### src/sv/tckm_pkg.sv
package tckm_pkg;

    localparam int MAX_POINTS = 1024;
    localparam int COORD_BITS = 16;
    localparam int MAX_ITERS  = 64;
    localparam int ADDR_BITS  = $clog2(MAX_POINTS);
    localparam int CNT_BITS   = $clog2(MAX_POINTS + 1);
    localparam int SUM_BITS   = COORD_BITS + CNT_BITS;
    localparam int DIFF_BITS  = COORD_BITS + 1;
    localparam int SQ_BITS    = 2 * DIFF_BITS;
    localparam int DIST_BITS  = SQ_BITS + 1;
    localparam int ITER_BITS  = 7;
    localparam int IDX_BITS   = 6;
    localparam int CFG_IDX_BITS = 3;
    localparam int CFG_DATA_BITS = 16;

    localparam logic [CFG_IDX_BITS-1:0] REG_ITER_COUNT = 3'd0;
    localparam logic [CFG_IDX_BITS-1:0] REG_C1_X       = 3'd1;
    localparam logic [CFG_IDX_BITS-1:0] REG_C1_Y       = 3'd2;
    localparam logic [CFG_IDX_BITS-1:0] REG_C2_X       = 3'd3;
    localparam logic [CFG_IDX_BITS-1:0] REG_C2_Y       = 3'd4;

    typedef logic signed [COORD_BITS-1:0] coord_t;

    typedef enum logic [2:0] {
        ST_LOAD,
        ST_ITER_START,
        ST_SCAN,
        ST_DIVIDE,
        ST_EMIT
    } state_t;

    typedef struct packed {
        logic   start;
        coord_t s1x;
        coord_t s1y;
        coord_t s2x;
        coord_t s2y;
    } div_req_t;

    typedef struct packed {
        logic   done;
        coord_t q1x;
        coord_t q1y;
        coord_t q2x;
        coord_t q2y;
    } div_rsp_t;

    typedef struct packed {
        logic       valid;
        logic [IDX_BITS-1:0] iteration_index;
        coord_t     cent1_x;
        coord_t     cent1_y;
        coord_t     cent2_x;
        coord_t     cent2_y;
        logic [CNT_BITS-1:0] members_one;
        logic [CNT_BITS-1:0] members_two;
        logic       points_dropped;
        logic       final_result;
    } result_t;

endpackage

### src/sv/tckm_div.sv
// Four signed quotients sum / count, truncating toward zero; a zero count passes the req value through.
// Restoring division, one quotient bit per cycle, four lanes in parallel.
module tckm_div (
    input  logic                          clk,
    input  logic                          rst_n,
    input  tckm_pkg::div_req_t            req,
    input  logic [tckm_pkg::SUM_BITS-1:0] s1x,
    input  logic [tckm_pkg::SUM_BITS-1:0] s1y,
    input  logic [tckm_pkg::SUM_BITS-1:0] s2x,
    input  logic [tckm_pkg::SUM_BITS-1:0] s2y,
    input  logic [tckm_pkg::CNT_BITS-1:0] n1,
    input  logic [tckm_pkg::CNT_BITS-1:0] n2,
    output tckm_pkg::div_rsp_t            rsp
);
    localparam int SB = tckm_pkg::SUM_BITS;
    localparam int CB = tckm_pkg::CNT_BITS;
    localparam int STEP_BITS = $clog2(SB + 1);

    logic [SB-1:0] quo_reg [4];
    logic [SB-1:0] quo_next [4];
    logic [CB:0]   rem_reg [4];
    logic [CB:0]   rem_next [4];
    logic [3:0]    neg_reg;
    logic [CB-1:0] n1_reg, n2_reg;
    logic [STEP_BITS-1:0] step_reg;
    logic          busy_reg;
    logic          done_reg;
    logic [SB-1:0] mag [4];
    logic [SB-1:0] sgn_in [4];
    logic [SB-1:0] res [4];

    always_comb
    begin
        sgn_in[0] = s1x;
        sgn_in[1] = s1y;
        sgn_in[2] = s2x;
        sgn_in[3] = s2y;
        for (int k = 0; k < 4; k++)
        begin
            mag[k] = sgn_in[k][SB-1] ? (~sgn_in[k] + 1'b1) : sgn_in[k];
        end
        for (int k = 0; k < 4; k++)
        begin
            logic [CB:0] trial;
            logic [CB:0] dv;
            dv = (k < 2) ? {1'b0, n1_reg} : {1'b0, n2_reg};
            trial = {rem_reg[k][CB-1:0], quo_reg[k][SB-1]};
            if (trial >= dv)
            begin
                rem_next[k] = trial - dv;
                quo_next[k] = {quo_reg[k][SB-2:0], 1'b1};
            end
            else
            begin
                rem_next[k] = trial;
                quo_next[k] = {quo_reg[k][SB-2:0], 1'b0};
            end
            res[k] = neg_reg[k] ? (~quo_reg[k] + 1'b1) : quo_reg[k];
        end
    end

    always_ff @(posedge clk or negedge rst_n)
    begin
        if (!rst_n)
        begin
            busy_reg <= 1'b0;
            done_reg <= 1'b0;
            step_reg <= '0;
        end
        else
        begin
            done_reg <= 1'b0;
            if (req.start)
            begin
                busy_reg <= 1'b1;
                step_reg <= '0;
            end
            else if (busy_reg)
            begin
                if (step_reg == STEP_BITS'(SB - 1))
                begin
                    busy_reg <= 1'b0;
                    done_reg <= 1'b1;
                end
                step_reg <= step_reg + 1'b1;
            end
        end
    end

    always_ff @(posedge clk)
    begin
        if (req.start)
        begin
            for (int k = 0; k < 4; k++)
            begin
                quo_reg[k] <= mag[k];
                rem_reg[k] <= '0;
                neg_reg[k] <= sgn_in[k][SB-1];
            end
            n1_reg <= n1;
            n2_reg <= n2;
        end
        else if (busy_reg)
        begin
            for (int k = 0; k < 4; k++)
            begin
                quo_reg[k] <= quo_next[k];
                rem_reg[k] <= rem_next[k];
            end
        end
    end

    // Means of in-range points always fit the coordinate width.
    assign rsp.done = done_reg;
    assign rsp.q1x = (n1_reg != '0) ? res[0][tckm_pkg::COORD_BITS-1:0] : req.s1x;
    assign rsp.q1y = (n1_reg != '0) ? res[1][tckm_pkg::COORD_BITS-1:0] : req.s1y;
    assign rsp.q2x = (n2_reg != '0) ? res[2][tckm_pkg::COORD_BITS-1:0] : req.s2x;
    assign rsp.q2y = (n2_reg != '0) ? res[3][tckm_pkg::COORD_BITS-1:0] : req.s2y;
endmodule

### config.mk
export PLATFORM = sky130hd
export DESIGN_NAME = tckm_div
export DESIGN_NICKNAME = d
export VERILOG_FILES = /design/src/sv/tckm_pkg.sv /design/src/sv/tckm_div.sv
export SDC_FILE = /design/constraint.sdc
export NUM_CORES = 1
export LEC_CHECK = 0
export CORE_MARGIN = 1.5
export CORE_UTILIZATION = 55
export DETAILED_ROUTE_END_ITERATION = 16
export DONT_BUFFER_PORTS = 1
export HOLD_SLACK_MARGIN = 0.02
export PLACE_DENSITY = 0.7
export SLEW_MARGIN = 15
export SYNTH_ARGS = -nofsm -noshare
export SYNTH_HDL_FRONTEND = slang
export SYNTH_SLANG_ARGS = --single-unit
### constraint.sdc
create_clock -name clk -period 4.13 [get_ports clk]
set_input_delay 0.413 -clock clk [delete_from_list [all_inputs] [get_ports clk]]
set_output_delay 0.413 -clock clk [all_outputs]
set_load 0.05 [all_outputs]
* Word-level counts from Yosys, hierarchy flattened
Memories as Yosys holds them, arrays and structs flattened.
Index checks and enable logic that the tools add are counted.
** Storage, ports and cells
- Register bits :: 33
- Latch bits :: 0
- RAM bits :: 156
- ROM bits :: 0
- Input port bits :: 197
- Output and inout port bits :: 65
- Logic and storage cells :: 86
- Memories :: 2
** Operators by class
- Add/subtract/negate cells :: 13
- Multiply operators :: 0
- Divide/modulo/power cells :: 0
- Order comparisons :: 4
- Equal/unequal tests :: 1
- Shifts and indexed selects :: 0
- Muxes and demuxes :: 41
- Bitwise operators :: 16
- Reduce and logical (&&, ||, !) cells :: 3
** Memory list
- quo_reg :: words 4, bits a word 27, rd ports 4, clocked after memory_dff 0, write ports 4, line tckm_div.sv:19 : logic [SB-1:0] quo_reg [4];
- rem_reg :: words 4, bits a word 12, rd ports 4, clocked after memory_dff 0, write ports 4, line tckm_div.sv:21 : logic [CB:0] rem_reg [4];
** Operators with widths (number)
- $mux 27 :: 8
- $mux 16 :: 8
- $add 27x1->27 const B :: 4
- $not 27->27 :: 4
- $mux 12 :: 8
- $add 16x1->16 const B :: 4
- $not 16->16 :: 4
- $ge 12x11->1 :: 4
- $sub 12x11->12 :: 4
- $reduce_bool 11->1 :: 2
- $mux 1 :: 15
- $mux 5 :: 2
- $or 1x1->1 :: 8
- $add 5x1->5 const B :: 1
- $eq 5x5->1 const B :: 1
- $reduce_bool 2->1 :: 1

* Logic depth before layout (Yosys ltp)
An unclocked memory read counts as a cell.
- Depth after elaboration :: 5
- Gate-level depth with buffers :: 11
- Depth with buffers taken out :: 10

* Worst setup path after synthesis
No wires, ideal clock.
- Kind :: in2reg
- From :: input port req[64] (netlist bit)
- To :: memory quo_reg[0][0] (netlist bit), enable pin
- Library setup time :: 0.448 ns
- Arrival :: 2.560 ns
- Data required time :: 3.682 ns
- Setup slack :: 1.122 ns
- Stages on the path :: 2
- Buffers on the path :: 1
- Cell sequence :: clkbuf_1 > or2_2
** RTL lines
- start, declared :: line tckm_div.sv:6 : input tckm_pkg::div_req_t req,
- end, declared :: line tckm_div.sv:19

==> results.json <==
{
  "tritoncts": "built",
  "syn_nets": 1694,
  "fmax_mhz": 300,
  "synth_area_leaders": "edfxtp_1 (40%), xor2_1 (9.6%), o21ai_0 (5.7%)",
  "cp_top_family": "simple AND/OR/NAND/NOR gates",
  "synth_common_cells": "nand2_1 (182), edfxtp_1 (178), o21ai_0 (153)",
  "ctsLongestPathBuffers": 2,
  "fin_crit_sh": 0.806,
  "cp_slowest_stage_delay_ns": 0.76,
  "ys_warn_count": 0,
  "switching_share": 0.354,
  "layout-drive-gt1-share": 0.0918,
  "grt_antenna_before_repair": 1,
  "synth_most_common_cell": "nand2_1",
  "endpoint_kind": "output pin",
  "tightest_slew_ns": 1.04,
  "ys_ff_latch": 185,
  "period_needed_ns": 3.33,
  "vias": 10500,
  "start_kind": "register",
  "whs_path_depth": 1,
  "setup_tns_ns": 0,
  "grt_pass1_vias": 9934,
  "cp.arrival_ns": 2.92,
  "maxCapViolations": 0,
  "fp.dieH_um": 159,
  "synth_top_cell_area_share": 0.401,
  "synth_edf_count": 178,
  "cts-root-buf": "clkbuf_16",
  "ioPinCount": 262,
  "leakagePower_nw": 6.11,
  "dpl.hpwl_um": 23300,
  "p_clk_frac": 0.276,
  "netlist_area_sq_um": 13300,
  "seqPwrFrac": 0.403,
  "hold_viol": 0,
  "clock_sinks": 185,
  "holdCritStartpoint": "req[64]",
  "reg2reg_to": "rem_reg[1][7]",
  "grt_start_max_net_pins": 144,
  "avgRoutedWirePerCell_um": 17.5,
  "max-vdd-ir-drop_uv": 316,
  "cts_buffers": 17,
  "r2r_cells": 10,
  "p_switching_mw": 2.21,
  "core.rowCount": 56,
  "p_per_area_nw_per_um2": 427,
  "crit_buf_inv": 1,
  "placedCellCount": 1756,
  "rrSetupSlack_ns": 1.18,
  "drv_slew": 0,
  "required_ns": 3.72,
  "grt_pass1_wl_um": 49200,
  "drcViolationCount": 0,
  "grt.total_usage": 0.249,
  "skew_ns": 0.0129,
  "setup-violations-final": 0,
  "yosysSeqAreaShare": 0.414,
  "antenna_cells": 0,
  "initial_utilization": 0.564,
  "clock_latency_ns": 0.43,
  "dieArea_sq_um": 25200,
  "largest_reg_flops": 108,
  "critical_path.max_fanout": 51,
  "path_cells": "nor3_1 -> nand3_2 -> buf_4 -> mux2_2",
  "wl_um": 31300,
  "status": "finished, final reports clean",
  "antenna_violating_nets_post_route": 0,
  "grt-ovfl-total": 0,
  "min_to": "step_reg[2]",
  "worst_slack_ns": 0.799,
  "slew_headroom": 0.309,
  "async_reset_ff_frac": 0.0378,
  "path_clk_slew_ns": 0.07,
  "htreeDepth": 4,
  "crit_type": "register to output pin",
  "hp-class": "primary input to register",
  "combPwrFrac": 0.321,
  "stdcell_count": 1789,
  "vias_per_cell": 5.87,
  "yosys.cell_types.count": 57,
  "io_buffers": 0,
  "drtIter0Drc": 590,
  "rsz0062_at_grt": "false",
  "syn_to_final_growth_pct": 9.79,
  "first_pass_iters": 5,
  "hold_ws_ns": 0.0750,
  "syn_area_per_cell_sq_um": 9.26,
  "postCtsSetupBuffers": 0,
  "rr_startpoint": "quo_reg[1][26]",
  "synth.largest_area_cell": "edfxtp_1",
  "syn_inst": 1439,
  "worst_path_max_delay_cell": "nand3_2",
  "die_w_um": 159,
  "nets": 1712,
  "internal_power_mw": 4.03,
  "crit_cells": 4,
  "gp_congestion": 0.857,
  "post-place-ws_ns": 0.867,
  "synthFlopType": "edfxtp_1",
  "core-area_sq_um": 23600
}
[worst max-delay path by stage]
stage               startpoint             end
finish               n2_reg[1]         rsp[12]
global route         n2_reg[1]         rsp[12]
CTS                  n2_reg[1]         rsp[12]
detailed placement      s2x[9]  quo_reg[2][26]
global placement        s2x[9]  quo_reg[2][26]
floorplan              req[64]   quo_reg[0][0]
[final cells by class]
type	instances	area (sq um)
flip-flops and latches	185	5520
clock inverters	14	185
repair buffers	64	508
well taps	319	399
clock buffers	18	429
fillers	2043	8990
multi-input cells	1135	7380
inverters	54	203
[per-stage QoR]
stage | total power [mW] | utilization | instance area [sq um]
floorplan | 4.05 | - | 13300
CTS | 6.28 | 0.619 | 14600
detailed placement | 4.54 | 0.593 | 14000
global placement | 4.51 | 0.593 | 14000
finish | 6.24 | 0.619 | 14600
global route | 6.57 | 0.619 | 14600
[routing by layer]
layer | vias up | wire length [um] | global-route usage
li1 | 5267 | - | -
met1 | 4896 | 13600 | 0.315
met2 | 298 | 15300 | 0.425
met3 | 38 | 2020 | 0.0670
met4 | 2 | 482 | 0.0583
met5 | - | 13 | 0
[logic make-up (layout without fill, tap and decap cells)]
group,after synthesis,in the layout,synth area share
AOI/OAI and AO/OA,391,391,0.181
muxes,48,48,0.0375
buffers and inverters,119,150,0.0338
and+or+nand+nor,459,459,0.159
xor gates and xnor gates,179,179,0.118
DFF,185,185,0.414
adders and majority gates,58,58,0.0567
[layout by cell type (no fill, tap or decap), drive strengths merged, types with 5 or more instances in the layout]
master	n
xor2	146
a21o	15
ha	54
o41ai	24
and3	12
buf	63
nor4	16
o31ai	42
clkbuf	18
nand2b	10
o21a	20
or2	7
nor2b	18
or3	27
dfrtp	7
edfxtp	178
nor3	18
a31o	6
nor2	129
o21ai	155
nand4	5
o31a	5
xnor2	33
a211oi	5
a21boi	7
a21oi	91
nand2	182
inv	61
nand3	10
or4	13
mux2	15
mux2i	33
[power by group through the flow]
stage	Clock [mW]	Combinational (mW)	Sequential, mW
3_3_place_gp	0	1.97	2.54
2_1_floorplan	0	1.58	2.47
4_1_cts	1.75	2.01	2.51
5_1_grt	1.83	2.19	2.54
6_report	1.72	2.00	2.51
3_5_place_dp	0	1.99	2.55
[repair_timing]
action                                 4_1_cts  5_1_grt
endpoints found under the hold margin        7        0
resized for setup                            0        0
hold buffers                                 1        0
Note: power is estimated with default switching activity, not from simulation.
